`src/fdr_sqrt_cell.sv`:
```
// One digit-by-digit square root step for root bit K, registered.
// Advances when en is high. Uses no package items.
module fdr_sqrt_cell #(
  parameter int K  = 30,
  parameter int XW = 61,
  parameter int RW = 62
) (
  input  logic          clk,
  input  logic          en,
  input  logic [XW-1:0] x_in,
  input  logic [RW-1:0] r_in,
  output logic [XW-1:0] x_out,
  output logic [RW-1:0] r_out
);

  localparam logic [RW-1:0] BIT = RW'(1) << (2 * K);

  logic [RW-1:0] trial;
  logic          ge;

  assign trial = r_in + BIT;
  assign ge    = RW'(x_in) >= trial;

  always_ff @(posedge clk) begin
    if (en) begin
      x_out <= ge ? (x_in - trial[XW-1:0]) : x_in;
      r_out <= ge ? ((r_in >> 1) + BIT) : (r_in >> 1);
    end
  end

endmodule

```
`config.mk`:
```
export PLATFORM = sky130hd
export DESIGN_NAME = fdr_sqrt_cell
export DESIGN_NICKNAME = d
export VERILOG_FILES = /design/src/fdr_sqrt_cell.sv
export SDC_FILE = /design/constraint.sdc
export NUM_CORES = 1
export LEC_CHECK = 0
export ABC_AREA = 1
export BUFFER_PORTS_ARGS = -buffer_cell sky130_fd_sc_hd__buf_4
export CELL_PAD_IN_SITES_DETAIL_PLACEMENT = 0
export CELL_PAD_IN_SITES_GLOBAL_PLACEMENT = 1
export CORE_ASPECT_RATIO = 0.8
export CORE_UTILIZATION = 35
export CTS_CLUSTER_DIAMETER = 120
export DETAILED_ROUTE_END_ITERATION = 10
export PLACE_DENSITY_LB_ADDON = 0.1
export RECOVER_POWER = 100
export SYNTH_ARGS = -nofsm -noshare
export SYNTH_HDL_FRONTEND = slang
export SYNTH_SLANG_ARGS = --single-unit
export TNS_END_PERCENT = 50
```
`constraint.sdc`:
```
create_clock -name clk -period 2.33 [get_ports clk]
set_input_delay 0.1165 -clock clk [delete_from_list [all_inputs] [get_ports clk]]
set_output_delay 0.1165 -clock clk [all_outputs]
set_load 0.01 [all_outputs]
```
* After elaboration in Yosys (flattened, before gate mapping)
Cells that the tools add are included.
** Operators by class
- Muxes and demuxes :: 2
- Bitwise operators :: 0
- $add $sub $neg :: 3
- Eq/ne operators :: 0
- Reductions and logical operators :: 0
- Divide/modulo/power cells :: 0
- Shifts and indexed selects :: 0
- $lt $le $gt $ge :: 1
- $mul :: 0
** Operators with widths (number)
- 61-bit two-way mux :: 2
- 61-bit by 61-bit adder with 62-bit output (second input constant) :: 1
- 62-bit by 61-bit adder with 62-bit output (second input constant) :: 1
- 61-bit by 62-bit greater-or-equal comparator with 1-bit output :: 1
- 61-bit subtractor :: 1
** Storage, ports and cells
- RAM bits :: 0
- Bits in latches :: 0
- Register bits after elaboration :: 123
- Output and inout port bits :: 123
- Memories kept :: 0
- Bits in read-only memories :: 0

* Depth between registers and ports, before layout
Gate-level depths: netlist (run 1).
- Depth in word-level cells :: 3
- Depth in mapped cells :: 18
- Depth with buffers taken out :: 17

* Worst setup path before layout (run 1)
OpenSTA, ideal clock, no wires.
- Path kind :: in2reg
- Start :: input x_in[0]
- End :: register x_out[60], data pin
- Cell stages on the path :: 18
- Arrival :: 2.024 ns
- Path slack :: 0.053 ns
- Cells stage by stage :: inv_1 > ha_1 > inv_1 > fa_1 > nand3_1 > nand3_2 > nand2_1 > nand2_1 > nand2_1 > nand2_1 > nand2_1 > nand2_1 > nand2_2 > nand3_4 > buf_8 > buf_6 > nand3_1 > nand2_1
** On the way
- Cells in the longest elaborated chain, start to end :: 2
- Elaborated cells between the ends (all ways) :: 3
** Ends and longest elaborated chain
- start, declared :: line 10 : input logic [XW-1:0] x_in,
- 61-bit subtractor / 61-bit by 62-bit greater-or-equal comparator with 1-bit output (equally long branches) :: line 26, 22
- 61-bit two-way mux (*) :: line 26 : x_out <= ge ? (x_in - trial[XW-1:0]) : x_in;
- end signal, assigned :: line 26
- end, declared :: line 12 : output logic [XW-1:0] x_out,
Mark *: on every way between the ends. The rest lies on a longest branch, timed or not.
A chain may end at the register's enable or synchronous reset.

* Final worst setup path (run 1)
- Start :: input r_in[53]
- End :: register x_out[7], data pin
** On the way
- Cells in the longest elaborated chain, start to end :: 3
** Ends and longest elaborated chain
- start, declared :: line 11 : input logic [RW-1:0] r_in,
- 62-bit by 61-bit adder with 62-bit output :: line 21 : assign trial = r_in + BIT;
- 61-bit by 62-bit greater-or-equal comparator with 1-bit output :: line 22 : assign ge = RW'(x_in) >= trial;
- 61-bit two-way mux :: line 26
Every way passes these cells.

==> metrics.log, run 1 <==
INFO  metric status = finished, violations left
INFO  metric violations = max-capacitance violations, max-slew violations
INFO  metric timing.setup.tns = 0 ns
INFO  metric timing_worst_slew_pin_value = 1.74 ns
INFO  metric multi_input_area = 0.00547 mm2
INFO  metric postSynthCellCount = 1629
INFO  metric vias = 11200
INFO  metric antenna_left = 0
INFO  metric detail_route.drc_violations = 0
INFO  metric clkSlewWorstSetupHoldPaths = 0.06 ns
INFO  metric yosysTopAreaCellShare = 0.346
INFO  metric grt_pass1_wl = 60300 um
INFO  metric critical_path.cell_chain = dlygate4sd3_1, buf_4, inv_1, ha_4, nand2_4, inv_1, a21oi_2, nand2_1, nand2_1, nand2_1, a21oi_4, nand3_4, buf_12, clkbuf_16, nand2_1, o21ai_0
INFO  metric cts_sinks = 123
INFO  metric chipHeight = 158 um
INFO  metric hold_path_class = input pin to register
INFO  metric setup_viol_count_final = 0
INFO  metric antenna_found_initial = 0
INFO  metric average_vias_per_placed_instance = 4.50
INFO  metric final_layout_size_suffix_gt1_frac = 0.162
INFO  metric cts_buffer_count = 17
INFO  metric synth.ff_latch_count = 123
INFO  metric initial_utilization = 0.360
INFO  metric global_route.usage.total = 0.260
INFO  metric critical_path_buf_inv_count = 6
INFO  metric criticalPathCategory = input pin to register
INFO  metric mostFrequentLayoutCell = nand2_1
INFO  metric area.growth.synth_to_final = 39.1%
INFO  metric power.leakage = 8.02 nW
INFO  metric layout_min_cycle_time = 2.26 ns
INFO  metric max_stage_delay = 0.54 ns
INFO  metric placement.cell_area = 0.0139 mm2
INFO  metric placement_rows = 56
INFO  metric critPathMostFrequentCell = nand2_1
INFO  metric syn-mean-instance-area = 6.56 um2
INFO  metric max_cap_viols = 2
INFO  metric finalCritPeriodShare = 0.971
INFO  metric grt_max_degree = 67
INFO  metric cp_data_required_time = 2.51 ns
INFO  metric post_drt_wl_per_cell = 16.5 um
INFO  metric layout.cells.most_common_list = nand2_1, inv_1, buf_4
INFO  metric worst_slew_margin_rel = -0.161
INFO  metric gr-total-overflow = 0
INFO  metric cts_tree = done
INFO  metric crit_slowest_cell = dlygate4sd3_1
INFO  metric drt_wl_total = 41200 um
INFO  metric path_max_fanout = 23
INFO  metric drt_pre_antenna_iters = 5
INFO  metric grt_pass1_vias = 10600
INFO  metric ff_latch_area = 0.00369 mm2
INFO  metric floorplan.die_area = 0.0312 mm2
INFO  metric clock_tree.root_cell = clkbuf_16
INFO  metric slew_viols_final = 125
INFO  metric yosysWarningCount = 0
INFO  metric synthDominantAreaCellType = edfxtp_1
INFO  metric cts_max_level = 4
INFO  metric grt_setup_unrepaired = true
INFO  metric synth.area.top_cells = edfxtp_1, nand2_1, inv_1
INFO  metric syn_nets = 1816
INFO  metric hpwlAfterDp = 33100 um
INFO  metric nFillCells = 3168
INFO  metric count_of_final_hold_check_violations = 0
INFO  metric pwr_density_cell = 565 mW/mm2
INFO  metric antenna-diode-count = 0
INFO  metric io_buffers = 247
INFO  metric synth_seq_area_share = 0.346
INFO  metric timing.critical_path.from_type = input pin
INFO  metric pin_count = 248
INFO  metric crit_family = buffers and inverters
INFO  metric final_weighted_congestion_in_routability_driven_placement = 0.888
INFO  metric end_kind = register
INFO  metric die_width = 197 um
INFO  metric cts_buffer_depth = 2
INFO  metric final.hold.worst_slack = 0.0110 ns
INFO  metric core_area = 0.0296 mm2
INFO  metric detail_route.iter0.violations = 893
INFO  metric synth.distinct_cells = 37
INFO  metric vdd_drop_max = 0.000515 V
INFO  metric design_power_total = 8.39 mW
INFO  metric fmaxAchievable = 442 MHz
INFO  metric cp_data_arrival_time = 2.45 ns
INFO  metric num-nets-final = 2260
INFO  metric syn_area = 0.0107 mm2
INFO  metric finished_cell_area = 0.0149 mm2
[worst paths after layout]
path | start | slack, ns | to | cells after the start
setup / recovery | r_in[53] | 0.07 | x_out[7] | 16
hold / removal | x_in[17] | 0.01 | x_out[17] | 3
[cells in the mapped netlist, drive strengths merged]
library cell  number
nor4               4
buf               11
o21bai             2
xor2              31
o21a               1
nand3             74
a21o               1
inv              413
nand2            648
edfxtp           123
a21oi             45
and3               2
o21ai             48
nor2             111
nand4             36
fa                 1
nor3               9
and2               1
ha                61
clkinv             2
nand3b             2
clkbuf             3
[worst min-delay path, cell delays in order]
cell and delay, ns:
buf_4 0.09, inv_1 0.03, o21ai_1 0.11
[layout make-up]
class,instances,share of cell area
clock buffer,17,0.0286
inverter,415,0.105
clock inverter,15,0.0116
sequential,123,0.249
multi-input combinational,1077,0.368
tap,406,0.0342
timing repair buffer,439,0.204
[cells by family after synthesis]
group | Yosys count | synth area share
AND/OR/NAND/NOR | 887 | 0.349
buffers and inverters | 429 | 0.156
AO/OA/AOI/OAI | 97 | 0.0506
adder cells (fa/ha/maj) | 62 | 0.0733
XOR/XNOR | 31 | 0.0254
flip-flops | 123 | 0.346
[metrics by stage]
| step | util | worst slack, ns | cells |
|---|---|---|---|
| after floorplan | - | 0.0530 | 1629 |
| after global placement | 0.469 | -0.0633 | 2388 |
| after detailed placement | 0.469 | -0.162 | 2388 |
| after CTS | 0.511 | 0.0228 | 2483 |
| after global routing | 0.501 | -0.0196 | 2492 |
| final | 0.501 | 0.0682 | 2492 |
[state kept, by name, indices dropped and copies added (netlist names)]
register  count
x_out        61
r_out        62
[timing repair]
action	in CTS	in global routing
resized for setup	0	32
endpoints found under the setup margin	0	63
endpoints found under the hold margin	63	0
buffers inserted	0	4
hold buffers	63	0
[report_power, final]
| group | switching, mW | total [mW] | internal (mW) |
|---|---|---|---|
| Clock | 1.14 | 2.82 | 1.68 |
| Combinational | 1.70 | 2.78 | 1.08 |
| Sequential | 0.0683 | 2.78 | 2.71 |
[per-layer routing]
metal	vias to the layer above	GRT usage	share of wire
li1	5850	-	-
met1	5005	0.400	0.53
met2	346	0.379	0.40
met3	23	0.0436	0.064
met4	0	0.0458	0.0095
met5	-	0	0
No activity file was read; power rests on OpenSTA's default activity.
==> run 2: changes to the inputs <==
--- a/config.mk
+++ b/config.mk
@@ -6,7 +6,7 @@
 export NUM_CORES = 1
 export LEC_CHECK = 0
 export ABC_AREA = 1
-export BUFFER_PORTS_ARGS = -buffer_cell sky130_fd_sc_hd__buf_4
+export BUFFER_PORTS_ARGS = -buffer_cell sky130_fd_sc_hd__buf_2
 export CELL_PAD_IN_SITES_DETAIL_PLACEMENT = 0
 export CELL_PAD_IN_SITES_GLOBAL_PLACEMENT = 1
 export CORE_ASPECT_RATIO = 0.8
==> metrics.log, run 2 (synthesis results as in run 1) <==
INFO  metric antenna_left = 0 (unchanged)
INFO  metric timing.critical_path.from_type = input pin
INFO  metric cts_max_level = 4 (unchanged)
INFO  metric pin_count = 248 (unchanged)
INFO  metric grt_max_degree = 66 (-1.5%)
INFO  metric antenna-diode-count = 0 (unchanged)
INFO  metric num-nets-final = 2246 (-0.62%)
INFO  metric layout.cells.most_common_list = nand2_1, inv_1, clkbuf_1
INFO  metric place.detailed.instances = 2380 (-0.34%)
INFO  metric power_frac_comb = 0.320 (-0.011)
INFO  metric grt_pass1_vias = 10300 (-3.1%)
INFO  metric status = finished, violations left
INFO  metric detail_route.drc_violations = 0 (unchanged)
INFO  metric detail_route.iter0.violations = 695 (-22%)
INFO  metric clock_tree.root_cell = clkbuf_16
INFO  metric criticalPathCategory = input pin to register
INFO  metric pwr_density_cell = 580 mW/mm2 (+2.7%)
INFO  metric seq_power_share = 0.330 (-0.002)
INFO  metric most_flop_heavy_register = r_out
INFO  metric power.share.switching = 0.343 (-0.00332)
INFO  metric floorplan.die_area = 0.0312 mm2 (unchanged)
INFO  metric layoutNonFillerInstCount = 2478 (-0.56%)
INFO  metric final_weighted_congestion_in_routability_driven_placement = 0.904 (+1.8%)
INFO  metric switching_power = 2.89 mW (-0.75%)
INFO  metric cts_tree = done
INFO  metric final_layout_size_suffix_gt1_frac = 0.156 (-0.00518)
INFO  metric number_of_flip_flops_under_the_largest_register_name = 62 (unchanged)
INFO  metric antenna_found_initial = 1 (+1)
INFO  metric hpwlAfterDp = 32400 um (-1.9%)
INFO  metric worst_slew_margin_rel = -0.139 (+0.0219)
INFO  metric cts_buffer_count = 17 (unchanged)
INFO  metric finalCritPeriodShare = 0.961 (-0.0102)
INFO  metric end_kind = register
INFO  metric reg.largest.list = r_out (62), x_out (61)
INFO  metric gr-total-overflow = 0 (unchanged)
INFO  metric slew_viols_final = 125 (unchanged)
INFO  metric setup_viol_count_final = 0 (unchanged)
INFO  metric cts_buffer_depth = 2 (unchanged)
INFO  metric max_cap_viols = 2 (unchanged)
INFO  metric chipHeight = 158 um (unchanged)
INFO  metric count_of_final_hold_check_violations = 0 (unchanged)
INFO  metric share_clk_of_total_power = 0.350 (+0.013)
INFO  metric hold_path_class = input pin to register
INFO  metric layout_setup_ws = 0.0920 ns (+0.0238 ns)
INFO  metric timing.setup.tns = 0 ns (unchanged)
INFO  metric global_route.usage.total = 0.255 (-0.00527)
INFO  metric timing_worst_slew_pin_value = 1.71 ns (-0.0329 ns)
INFO  metric clkSlewWorstSetupHoldPaths = 0.06 ns (about the same)
INFO  metric drt_wl_total = 40600 um (-1.4%)
INFO  metric drt_pre_antenna_iters = 5 (unchanged)
INFO  metric layout_min_cycle_time = 2.24 ns (-0.0238 ns)
INFO  metric die_width = 197 um (unchanged)
INFO  metric cp_data_required_time = 2.53 ns (+0.02 ns)
INFO  metric vias = 11100 (-1.1%)
INFO  metric core_area = 0.0296 mm2 (unchanged)
INFO  metric internal_power = 5.52 mW (+0.72%)
INFO  metric power.leakage = 7.83 nW (-2.3%)
INFO  metric pre_cts_slack = -0.118 ns (+0.0437 ns)
INFO  metric violations = max-capacitance violations, max-slew violations
INFO  metric mostFrequentLayoutCell = nand2_1
INFO  metric post_drt_wl_per_cell = 16.4 um (-0.89%)
INFO  metric vdd_drop_max = 0.000541 V (+5.1%)
INFO  metric grt_setup_unrepaired = true
INFO  metric cts_sinks = 123 (unchanged)
INFO  metric fmaxAchievable = 447 MHz (+1.1%)
INFO  metric average_vias_per_placed_instance = 4.48 (-0.56%)
INFO  metric cp_data_arrival_time = 2.44 ns (about the same)
INFO  metric initial_utilization = 0.360 (unchanged)
INFO  metric placement_rows = 56 (unchanged)
INFO  metric path_max_fanout = 13 (-43%)
INFO  metric area.growth.synth_to_final = 35.7%
INFO  metric io_buffers = 247 (unchanged)
INFO  metric grt_pass1_wl = 58800 um (-2.5%)
run 2: worst max-delay path, stage by stage:
cell	delay, ns
dlygate4sd3_1	0.54
clkbuf_1	0.11
inv_1	0.11
ha_4	0.22
nand2_1	0.06
nand2_1	0.09
a21oi_2	0.18
nand2_1	0.10
nand2_1	0.06
nand2_1	0.08
a21oi_4	0.16
nand3_4	0.10
buf_4	0.18
clkbuf_16	0.19
nand2_1	0.09
o21ai_2	0.05
run 2: path summary, 6_finish.rpt:
path	cells after the start	slack, ns	to	startpoint
max	16	0.09	x_out[19]	r_in[51]
min	3	0.008	x_out[13]	x_in[13]
run 2: power groups by stage:
stage | Clock, mW | Sequential, mW | Combinational, mW
final | 2.94 | 2.78 | 2.69
after floorplan | 0 | 2.94 | 1.28
after CTS | 2.99 | 2.77 | 2.65
after detailed placement | 0 | 2.81 | 2.56
after global placement | 0 | 2.81 | 2.55
after global routing | 3.06 | 2.80 | 2.98
run 2: metrics by stage:
stage	total power [mW]	instance area (um2)	hold WS, ns	utilization
global placement	5.37	13200	0.308	0.446
floorplan	4.22	10700	0.215	-
global route	8.84	14500	0.0276	0.489
CTS	8.40	14400	0.000974	0.487
detailed placement	5.37	13200	0.308	0.446
finish	8.40	14500	0.00783	0.489
run 2: layout make-up:
type	count	area, um2
Clock inverter	15	195
Fill cell	3157	15100
Tap cell	406	508
Timing Repair Buffer	425	2620
Multi-Input combinational cell	1077	5500
Clock buffer	17	425
Inverter	415	1560
Sequential cell	123	3690
run 2: what timing repair did:
| item | CTS | global route |
|---|---|---|
| setup endpoints to repair | 0 | 56 |
| hold buffers | 59 | 0 |
| resized for setup | 0 | 36 |
| hold endpoints to repair | 59 | 0 |
| buffers inserted | 0 | 3 |
run 2: per-layer routing:
metal | up-vias | GRT usage | share of wire
met5 | - | 0 | 0.00022
met4 | 2 | 0.0631 | 0.013
met1 | 4889 | 0.396 | 0.53
met2 | 360 | 0.354 | 0.39
met3 | 33 | 0.0470 | 0.067
li1 | 5815 | - | -
