`src/fdr_div_cell.sv`:
```
// One restoring division step: compare, subtract, shift in one quotient bit.
// Registered; advances when en is high. Uses no package items.
module fdr_div_cell #(
  parameter int DW = 32,
  parameter int QW = 40
) (
  input  logic          clk,
  input  logic          en,
  input  logic [DW:0]   x_in,
  input  logic [DW-1:0] d_in,
  input  logic [QW-1:0] q_in,
  output logic [DW:0]   x_out,
  output logic [DW-1:0] d_out,
  output logic [QW-1:0] q_out
);

  logic        ge;
  logic [DW:0] rem;

  // The partial remainder stays below the divisor, so it fits DW bits.
  assign ge  = x_in >= {1'b0, d_in};
  assign rem = ge ? (x_in - {1'b0, d_in}) : x_in;

  always_ff @(posedge clk) begin
    if (en) begin
      x_out <= {rem[DW-1:0], 1'b0};
      d_out <= d_in;
      q_out <= {q_in[QW-2:0], ge};
    end
  end

endmodule

```
`config.mk`:
```
export PLATFORM = sky130hd
export DESIGN_NAME = fdr_div_cell
export DESIGN_NICKNAME = d
export VERILOG_FILES = /design/src/fdr_div_cell.sv
export SDC_FILE = /design/constraint.sdc
export NUM_CORES = 1
export LEC_CHECK = 0
export ABC_CLOCK_PERIOD_IN_PS = 2600
export BUFFER_PORTS_ARGS = -buffer_cell sky130_fd_sc_hd__buf_2
export CORE_MARGIN = 1.5
export CORE_UTILIZATION = 30
export CTS_CLUSTER_SIZE = 40
export DETAILED_ROUTE_END_ITERATION = 16
export GPL_TIMING_DRIVEN = 0
export PLACE_DENSITY = 0.64
export SLEW_MARGIN = 20
export SYNTH_ARGS = -nofsm -noshare
export SYNTH_HDL_FRONTEND = slang
export SYNTH_SLANG_ARGS = --single-unit
export TNS_END_PERCENT = 10
```
`constraint.sdc`:
```
create_clock -name clk -period 2.6 [get_ports clk]
set_input_delay 0.13 -clock clk [delete_from_list [all_inputs] [get_ports clk]]
set_output_delay 0.13 -clock clk [all_outputs]
set_load 0.01 [all_outputs]
```
# Word-level counts from Yosys, hierarchy flattened
# Cells that the tools add are included.
# word_totals
latch_bits	0
out_inout_bits	105
regBits	104
inputBits	107
mem_bits_ro	0
memories	0
wordCells	6
mem_bits_rw	0
# op_classes
addsub	1
n_lt_le_gt_ge	1
n_mux	1
bitwise_logic	0
shift	0
n_mul	0
n_eq_ne	0
div	0
n_reduce_logical	0
# op_table
operator	n
33-bit by 32-bit greater-or-equal comparator with 1-bit output	1
32-bit 2-to-1 mux	1
32-bit subtractor	1

# Depth between registers and ports, before layout
# Gate-level depths: netlist of the first run.
# depth
ltp_word	2
ltp_mapped	13
ltp_nobuf	11

# Worst setup path after synthesis of the first run
# No wires, ideal clock.
# synth_timing
path_kind	input-to-reg
start	input port d_in[23]
end	register x_out[15], data pin
required_time_ps	2340
setup_ps	260
t_arrival_ps	2222
slack_ps	118
cell_stages	11
path_buffers	2
path_cell_list	inv_1 ha_1 buf_6 and3_1 o21a_1 a311oi_2 o21ai_1 or3b_1 o21a_1 buf_6 mux2_4
# synth_between
elab_chain_len	2
# synth_lines
item	line	rtl
start: declaration	10	input logic [DW-1:0] d_in,
33-bit by 32-bit greater-or-equal comparator with 1-bit output	21	assign ge = x_in >= {1'b0, d_in};
32-bit 2-to-1 mux	22	assign rem = ge ? (x_in - {1'b0, d_in}) : x_in;
named net rem[14]	18	logic [DW:0] rem;
end signal: assignment	26	x_out <= {rem[DW-1:0], 1'b0};
end: declaration	12	output logic [DW:0] x_out,
# The timed path passes the listed nets, and every way through them passes these cells.
# A chain may end at the register's enable or synchronous reset.

# Final worst setup path of the first run
# layout_timing
start	input port d_in[31]
end	register x_out[27], data pin
# Same word-level chain as after synthesis.

==> impl_metrics.toml, run 1 <==
[status]
outcome = "finished with violations"
failed_checks = "hold timing"

[die]
floorplan.initialDensity = 0.305
floorplan.core_area_mm2 = 0.0179
design.portCount = 212
die-height_um = 138
fp.dieArea_mm2 = 0.0190
chipWidth_um = 138
placementRows = 49

[cts]
tritoncts = "done"
cts.sinks = 104
cts-htree-levels = 3
clk_pin_slew_worst_paths_ps = 80
cts_inserted_buffers = 9
clock_path_buffers = 2
cts-root-buf = "sky130_fd_sc_hd__clkbuf_16"

[drt]
detail-route-antenna-nets = 0
drtIter0Drc = 200
drt-pass1-iter-count = 4
routed-wl-met2_mm = 7.14
route.top_layer_used = "met4"
post-route-drc-count = 0
met3_wirelength_mm = 1.01
vias_per_cell = 4.56
wire_per_inst_um = 15.2
detail_route.wirelength_mm = 15.0
wirelength_met1_mm = 6.58
via_count = 4506

[grt]
first_global_vias = 4514
grt_start_max_net_pins = 64
initial_antenna_violation_count = 0
first_pass_grt_wire_length_mm = 22.5
grt_usage = 0.156
grt_remaining_overflow = 0

[sta]
setup_viol_count_final = 0
worst_pin_slew_ps = 564
max-slew-margin-rel = 0.623
fin_crit_sh = 0.964
maxClockFrequency_mhz = 399
drv_slew = 0
report.final.hold_viol_count = 1
hold-worst-slack_ps = -4.10
timing.final.crit_period_ps = 2510

[yosys]
synth_largest_type_area_fraction = 0.572
ys_seq_area_frac = 0.572
synth_area_mm2 = 0.00546
synth_area_leaders = "sky130_fd_sc_hd__edfxtp_1, sky130_fd_sc_hd__ha_1, sky130_fd_sc_hd__a21oi_1"
ys_warn_count = 0
postSynth.topFlopCell = "sky130_fd_sc_hd__edfxtp_1"
ys_ff_latch = 104
number_of_enable_type_register_cells_in_the_synthesized_netlist = 104
postSynthNetCount = 605
largest_area_contributor_in_the_netlist = "sky130_fd_sc_hd__edfxtp_1"
synthArstFlopShare = 0
synthDistinctLibCells = 50
synthCells = 465
post_synth.cell_area_avg_um2 = 11.7

[cells_and_area]
areaGrowthSynthToFinish_pct = 45.7
layout-drive-gt1-share = 0.356
fin_cells = 988
finish.utilization = 0.445
antenna_cells = 0
nets_final = 894

[setup_path]
worst_ep_required_time_ps = 2700
worst_path_class_setup = "in2reg"
timing.critical_path.arrival_ps = 2610
timing.critical_path.from_type = "input pin"
critical_path_peak_fanout = 10
endpoint_kind = "flip-flop"

[pwr]
vdd_drop_max_mv = 0.313
total_power_mw = 4.65
power.density_cell_area_mw_per_mm2 = 584
leakage_nw = 3.51

[place]
place.gp.congestion = 0.835
place.port_buffers = 209
dp.cells = 904
post-dp-hpwl_mm = 11.0

[job]
maxCapViolCount = 0

[min_path]
worst_hold_class = "in2reg"
==> cells in the mapped netlist (all sizes together), types with 3 or more instances <==
cell type and count:
edfxtp 104, a21oi 55, inv 46, nor2 37
ha 32, nand2 24, o21ai 21, xnor2 16
buf 12, xor2 10, a21o 8, mux2 8
nand3 8, nand4 8, nand2b 7, o31ai 7
clkbuf 6, o21a 6, o21bai 5, a2111oi 4
a211oi 3, and2 3, nor3 3
==> registers in the layout, summed over array words and instances (netlist names) <==
name	flops
q_out	40
d_out	32
x_out	32
==> path summary, 6_finish.rpt <==
check / slack [ps] / endpoint / cells after the start / start
min: -4 / d_out[29]$_DFFE_PP_ / 1 / d_in[29]
max: 90 / x_out[27]$_DFFE_PP_ / 12 / d_in[31]
==> per-stage QoR <==
| stage | hold WS [ps] | cell area, um2 | setup TNS, ps | setup WS, ps |
|---|---|---|---|---|
| floorplan | 229 | 5460 | 0 | 118 |
| global placement | 307 | 6790 | -9150 | -397 |
| detailed placement | 308 | 6830 | -9190 | -378 |
| CTS | 1.75 | 7810 | -0.0424 | -0.0424 |
| global route | 2.55 | 7960 | -38.8 | -12.2 |
| finish | -4.10 | 7960 | 0 | 92.9 |
==> per-layer routing <==
metal  GRT usage  up-vias
li1            -     2278
met1       0.189     2057
met2       0.268      151
met3      0.0376       20
met4      0.0573        0
met5           0        -
==> cell type report <==
class                      count  area [um2]
multi-input combinational    297        2170
tap                          229         287
inverter                      46         173
sequential                   104        3120
timing repair buffer         282        1790
buffer                        14         128
clock inverter                 7        60.1
clock buffer                   9         225
fill                        1686        9940
==> critical path: stages <==
cell and delay (ps):
sky130_fd_sc_hd__dlygate4sd3_1 530, sky130_fd_sc_hd__buf_2 130, sky130_fd_sc_hd__inv_1 80, sky130_fd_sc_hd__ha_4 210
sky130_fd_sc_hd__a211o_1 260, sky130_fd_sc_hd__a31oi_1 170, sky130_fd_sc_hd__or3b_1 360, sky130_fd_sc_hd__o21a_1 230
sky130_fd_sc_hd__buf_12 170, sky130_fd_sc_hd__buf_12 150, sky130_fd_sc_hd__o31ai_1 70, sky130_fd_sc_hd__o21ai_1 110
==> what timing repair did <==
action / 4_1_cts / 5_1_grt
pin swaps: 1 / 5
endpoints found under the hold margin: 69 / 0
resized for setup: 1 / 30
hold buffers: 69 / 0
endpoints found under the setup margin: 3 / 32
setup buffers: 0 / 3
==> cells in the final DEF (no fill, tap or decap), types with 4 or more instances in the layout <==
cell / Yosys / final
sky130_fd_sc_hd__a2111oi_2: 0 / 4
sky130_fd_sc_hd__a21o_1: 8 / 8
sky130_fd_sc_hd__a21oi_1: 54 / 51
sky130_fd_sc_hd__buf_2: 5 / 212
sky130_fd_sc_hd__buf_4: 2 / 5
sky130_fd_sc_hd__buf_6: 5 / 5
sky130_fd_sc_hd__clkbuf_16: 0 / 9
sky130_fd_sc_hd__dlygate4sd3_1: 0 / 69
sky130_fd_sc_hd__edfxtp_1: 104 / 104
sky130_fd_sc_hd__ha_1: 32 / 29
sky130_fd_sc_hd__inv_1: 46 / 46
sky130_fd_sc_hd__mux2_4: 8 / 8
sky130_fd_sc_hd__nand2_1: 24 / 23
sky130_fd_sc_hd__nand2b_1: 7 / 7
sky130_fd_sc_hd__nand3_1: 8 / 8
sky130_fd_sc_hd__nand4_1: 8 / 8
sky130_fd_sc_hd__nor2_1: 37 / 36
sky130_fd_sc_hd__o21a_1: 6 / 6
sky130_fd_sc_hd__o21ai_0: 17 / 17
sky130_fd_sc_hd__o21bai_1: 5 / 5
sky130_fd_sc_hd__o31ai_1: 7 / 6
sky130_fd_sc_hd__xnor2_1: 16 / 16
sky130_fd_sc_hd__xor2_1: 10 / 10
==> cell families after synthesis <==
group | after synthesis | share of synthesized area
mux | 10 | 0.0257
fa+ha+maj | 33 | 0.0770
other cells | 1 | 0.000687
simple gates | 107 | 0.0958
buf+inv | 64 | 0.0534
xor+xnor | 26 | 0.0417
flops | 104 | 0.572
compound gates | 120 | 0.134
==> where the power goes <==
part	internal, mW	leakage (nW)	total [mW]	switching, mW
registers	2.06	1.02	2.10	0.0389
logic	0.562	2.35	1.21	0.644
clock network	0.669	0.138	1.34	0.669
total	3.29	3.51	4.65	1.35
Note: power is estimated with default switching activity, not from simulation.
==> run 2, diff against run 1 <==
BUFFER_PORTS_ARGS = default   (was -buffer_cell sky130_fd_sc_hd__buf_2)
DONT_BUFFER_PORTS = 1   (was default)
HOLD_SLACK_MARGIN = 0.1   (was default)
PLACE_DENSITY = 0.53   (was 0.64)
TNS_END_PERCENT = 1   (was 10)
==> impl_metrics.toml, run 2 (synthesized netlist as in run 1, its figures left out) <==
[cells_and_area]
largest_registers_ranked_by_flip_flop_count = "q_out x40, d_out x32, x_out x32"
fillerInstances = 1728
fin_cells = 815
flip_flop_count_of_the_largest_register_all_copies_and_words_added = 40
antenna_cells = 0
design_area_mm2 = 0.00715
layout-drive-gt1-share = 0.0887
layout.cells.most_common_list = "sky130_fd_sc_hd__edfxtp_1, sky130_fd_sc_hd__dlygate4sd3_1, sky130_fd_sc_hd__a21oi_1"
max_flop_register = "q_out"
nets_final = 721
finish.utilization = 0.399
commonest_non_fill_non_tap_cell_in_the_layout = "sky130_fd_sc_hd__edfxtp_1"
areaGrowthSynthToFinish_pct = 30.9

[place]
dp.cells = 694
post_dp_cell_area_mm2 = 0.00575
place.gp.congestion = 0.732
post-dp-hpwl_mm = 10.6
place.port_buffers = 0
detailedPlace.worstSlack_ps = -383

[die]
design.portCount = 212
die-height_um = 138
chipWidth_um = 138
placementRows = 49
floorplan.initialDensity = 0.305
fp.dieArea_mm2 = 0.0190
floorplan.core_area_mm2 = 0.0179

[pwr]
leakage_nw = 2.80
vdd_drop_max_mv = 0.404
power.density_cell_area_mw_per_mm2 = 616

[cts]
tritoncts = "done"
total_of_hold_buffers_inserted_after_clock_tree_synthesis = 103
cts-root-buf = "sky130_fd_sc_hd__clkbuf_16"
clock_path_buffers = 2
cts_inserted_buffers = 9
cts.sinks = 104
cts-htree-levels = 3
clk_pin_slew_worst_paths_ps = 80

[drt]
via_count = 4005
post-route-drc-count = 0
detail_route.wirelength_mm = 15.1
drt-pass1-iter-count = 4
vias_per_cell = 4.91
wire_per_inst_um = 18.5
detail-route-antenna-nets = 0
drtIter0Drc = 231

[sta]
fin_crit_sh = 0.941
unrepaired_setup_endpoints_after_global_routing = "yes"
report.final.hold_viol_count = 104
max-slew-margin-rel = 0.618
worst_pin_slew_ps = 573
setup_viol_count_final = 0
timing.final.crit_period_ps = 2450
maxClockFrequency_mhz = 409
layout_setup_ws_ps = 154
hold-worst-slack_ps = -115
drv_slew = 0
setup_tns_ps = 0

[status]
outcome = "finished with violations"
failed_checks = "hold timing"

[job]
maxCapViolCount = 0

[grt]
initial_antenna_violation_count = 0
grt_start_max_net_pins = 105
grt_usage = 0.152
grt_remaining_overflow = 0
first_pass_grt_wire_length_mm = 21.3
first_global_vias = 3959

[setup_path]
timing.critical_path.arrival_ps = 2540
cpPeakStageDelay_ps = 370
worst_path_class_setup = "in2reg"
critical_path_peak_fanout = 6
worst_ep_required_time_ps = 2700
endpoint_kind = "flip-flop"
critPathCapture = "x_out[32]$_DFFE_PP_"
worst_path_dominant_cell_family = "compound AO/OA/AOI/OAI gates"
critical_path.n_buffers_inverters = 2
path_depth = 11
timing.critical_path.from_type = "input pin"
start_point_of_the_critical_path = "d_in[12]"
crit_slowest_cell = "sky130_fd_sc_hd__ha_1"
crit_path_cell_trace = "inv_1 -> ha_1 -> a21oi_1 -> nand2_1 -> a2111oi_1 -> nor2_1 -> buf_4 -> a2111oi_2 -> o31ai_1 -> xor2_1 -> mux2_4"

[min_path]
worst_hold_class = "in2reg"
-- run 2: timing repair --
item / CTS / global route
pin swaps: 0 / 1
setup endpoints to repair: 2 / 32
hold endpoints to repair: 207 / 104
setup buffers: 0 / 3
gates resized for setup: 2 / 13
-- run 2: layer usage --
metal  share of wire  GRT usage  up-vias
met2            0.46      0.249      179
met4           0.019     0.0590        0
li1                -          -     1927
met3           0.069     0.0336       16
met1            0.45      0.194     1883
met5               0          0        -
-- run 2: through the flow --
stage          power (mW)  hold slack, ps
4_1_cts              4.44            -123
3_5_place_dp         2.97             229
2_1_floorplan        2.78             229
3_3_place_gp         2.97             229
6_report             4.40            -115
5_1_grt              4.62            -137
-- run 2: final cells by class --
type | instances | area [um2] | area share
flip-flops and latches | 104 | 3120 | 0.437
repair buffers | 106 | 1050 | 0.147
well taps | 229 | 287 | 0.0401
clock buffers | 10 | 229 | 0.0320
multi-input cells | 297 | 2110 | 0.294
inverters | 46 | 173 | 0.0241
clock inverters | 6 | 62.6 | 0.00875
plain buffers | 17 | 118 | 0.0164
-- run 2: report_power, final --
group | internal [mW] | switching, mW | total [mW]
logic | 0.412 | 0.442 | 0.854
clock network | 0.675 | 0.640 | 1.32
registers | 2.08 | 0.159 | 2.23
total | 3.16 | 1.24 | 4.40
-- run 2: how the worst min path moves through the flow --
| stage | to | depth (start not counted) | slack, ps | start |
|---|---|---|---|---|
| floorplan | d_out[0]$_DFFE_PP_ | 0 | 230 | d_in[0] |
| global placement | q_out[9]$_DFFE_PP_ | 0 | 230 | q_in[8] |
| detailed placement | q_out[33]$_DFFE_PP_ | 0 | 230 | q_in[32] |
| CTS | d_out[5]$_DFFE_PP_ | 0 | -120 | en |
| global route | q_out[2]$_DFFE_PP_ | 0 | -140 | en |
| finish | q_out[22]$_DFFE_PP_ | 0 | -120 | en |
==> run 3, diff against run 2 <==
CELL_PAD_IN_SITES_DETAIL_PLACEMENT = 1   (was default)
CELL_PAD_IN_SITES_GLOBAL_PLACEMENT = 1   (was default)
PLACE_DENSITY = 0.64   (was 0.53)
==> impl_metrics.toml, run 3 (synthesized netlist as in run 1, its figures left out) <==
[cts]
cts.sinks = 104
tritoncts = "done"
cts-htree-levels = 3
clk_pin_slew_worst_paths_ps = 70
clock_path_buffers = 2
cts-root-buf = "sky130_fd_sc_hd__clkbuf_16"
total_of_hold_buffers_inserted_after_clock_tree_synthesis = 102
cts_inserted_buffers = 9

[sta]
maxClockFrequency_mhz = 406
max-slew-margin-rel = 0.632
unrepaired_setup_endpoints_after_global_routing = "yes"
hold-worst-slack_ps = -115
drv_slew = 0
setup_viol_count_final = 0
worst_pin_slew_ps = 538
report.final.hold_viol_count = 104
timing.final.crit_period_ps = 2460
fin_crit_sh = 0.948

[setup_path]
timing.critical_path.from_type = "input pin"
worst_path_class_setup = "in2reg"
cpPeakStageDelay_ps = 380
timing.critical_path.arrival_ps = 2570
endpoint_kind = "flip-flop"
crit_slowest_cell = "sky130_fd_sc_hd__or3b_1"
worst_path_dominant_cell_family = "compound AO/OA/AOI/OAI gates"
cpMostUsedCell = "sky130_fd_sc_hd__o21ai_1"
crit_path_cell_trace = "inv_1 -> ha_1 -> clkbuf_1 -> nand2_1 -> o21ai_1 -> a311oi_2 -> o21ai_1 -> or3b_1 -> o21a_1 -> buf_6 -> buf_2 -> nor2_1 -> a21oi_1"
critical_path_peak_fanout = 10
critical_path.n_buffers_inverters = 4
start_point_of_the_critical_path = "d_in[19]"
worst_ep_required_time_ps = 2700

[cells_and_area]
areaGrowthSynthToFinish_pct = 31.2
commonest_non_fill_non_tap_cell_in_the_layout = "sky130_fd_sc_hd__edfxtp_1"
nets_final = 721
antenna_cells = 0
largest_registers_ranked_by_flip_flop_count = "q_out x40, d_out x32, x_out x32"
design_area_mm2 = 0.00717
layout-drive-gt1-share = 0.0904
max_flop_register = "q_out"
flip_flop_count_of_the_largest_register_all_copies_and_words_added = 40
finish.utilization = 0.400
layout.cells.most_common_list = "sky130_fd_sc_hd__edfxtp_1, sky130_fd_sc_hd__dlygate4sd3_1, sky130_fd_sc_hd__a21oi_1"

[grt]
grt_remaining_overflow = 0
grt_usage = 0.163
grt_start_max_net_pins = 105
first_global_vias = 4370
initial_antenna_violation_count = 0
first_pass_grt_wire_length_mm = 23.2

[job]
maxCapViolCount = 0

[die]
floorplan.initialDensity = 0.305
placementRows = 49
floorplan.core_area_mm2 = 0.0179
fp.dieArea_mm2 = 0.0190
die-height_um = 138
chipWidth_um = 138
design.portCount = 212

[place]
place.gp.congestion = 0.764
post-dp-hpwl_mm = 11.1
place.port_buffers = 0
post_dp_cell_area_mm2 = 0.00575

[status]
outcome = "finished with violations"
failed_checks = "hold timing"

[drt]
detail_route.wirelength_mm = 15.7
post-route-drc-count = 0
drtIter0Drc = 220
via_count = 4016
drt-pass1-iter-count = 4
detail-route-antenna-nets = 0
wire_per_inst_um = 19.3
vias_per_cell = 4.93

[pwr]
leakage_nw = 2.81
vdd_drop_max_mv = 0.289
power.density_cell_area_mw_per_mm2 = 634

[min_path]
timing.hold.worst.start = "en"
worst_hold_class = "in2reg"
[run 3: layout make-up]
| class | instances | area [um2] |
|---|---|---|
| inverter | 46 | 173 |
| clock inverter | 7 | 92.6 |
| sequential | 104 | 3120 |
| tap | 229 | 287 |
| multi-input combinational | 297 | 2100 |
| fill | 1938 | 10700 |
| timing repair buffer | 105 | 1040 |
| clock buffer | 9 | 225 |
| buffer | 18 | 119 |
[run 3: stage by stage]
step	setup TNS [ps]	power [mW]	hold slack, ps	std cells	worst slack [ps]
6_report	0	4.55	-115	815	136
5_1_grt	-154	4.78	-137	815	-91.1
4_1_cts	-2.10	4.58	-124	812	-2.10
3_5_place_dp	-8560	2.98	229	694	-469
3_3_place_gp	-7450	2.97	229	694	-396
2_1_floorplan	0	2.78	229	465	118
[run 3: timing repair]
action                     in CTS  in global routing
setup endpoints to repair       3                 27
hold endpoints to repair      206                104
setup buffers                   0                  3
gates resized for setup         3                  9
pin swaps                       1                  2
[run 3: metal layers]
| metal | up-vias | share of wire | GRT usage |
|---|---|---|---|
| li1 | 1926 | - | - |
| met1 | 1932 | 0.45 | 0.200 |
| met2 | 148 | 0.48 | 0.279 |
| met3 | 10 | 0.062 | 0.0424 |
| met4 | 0 | 0.010 | 0.0463 |
| met5 | - | 0 | 0 |
[run 3: path summary, 6_finish.rpt]
| path | end | cells past startpoint |
|---|---|---|
| setup / recovery | x_out[10]$_DFFE_PP_ | 13 |
| hold / removal | d_out[4]$_DFFE_PP_ | 0 |
[run 3: report_power, final]
part	internal (mW)	switching [mW]
clock network	0.775	0.675
logic	0.411	0.445
registers	2.08	0.165
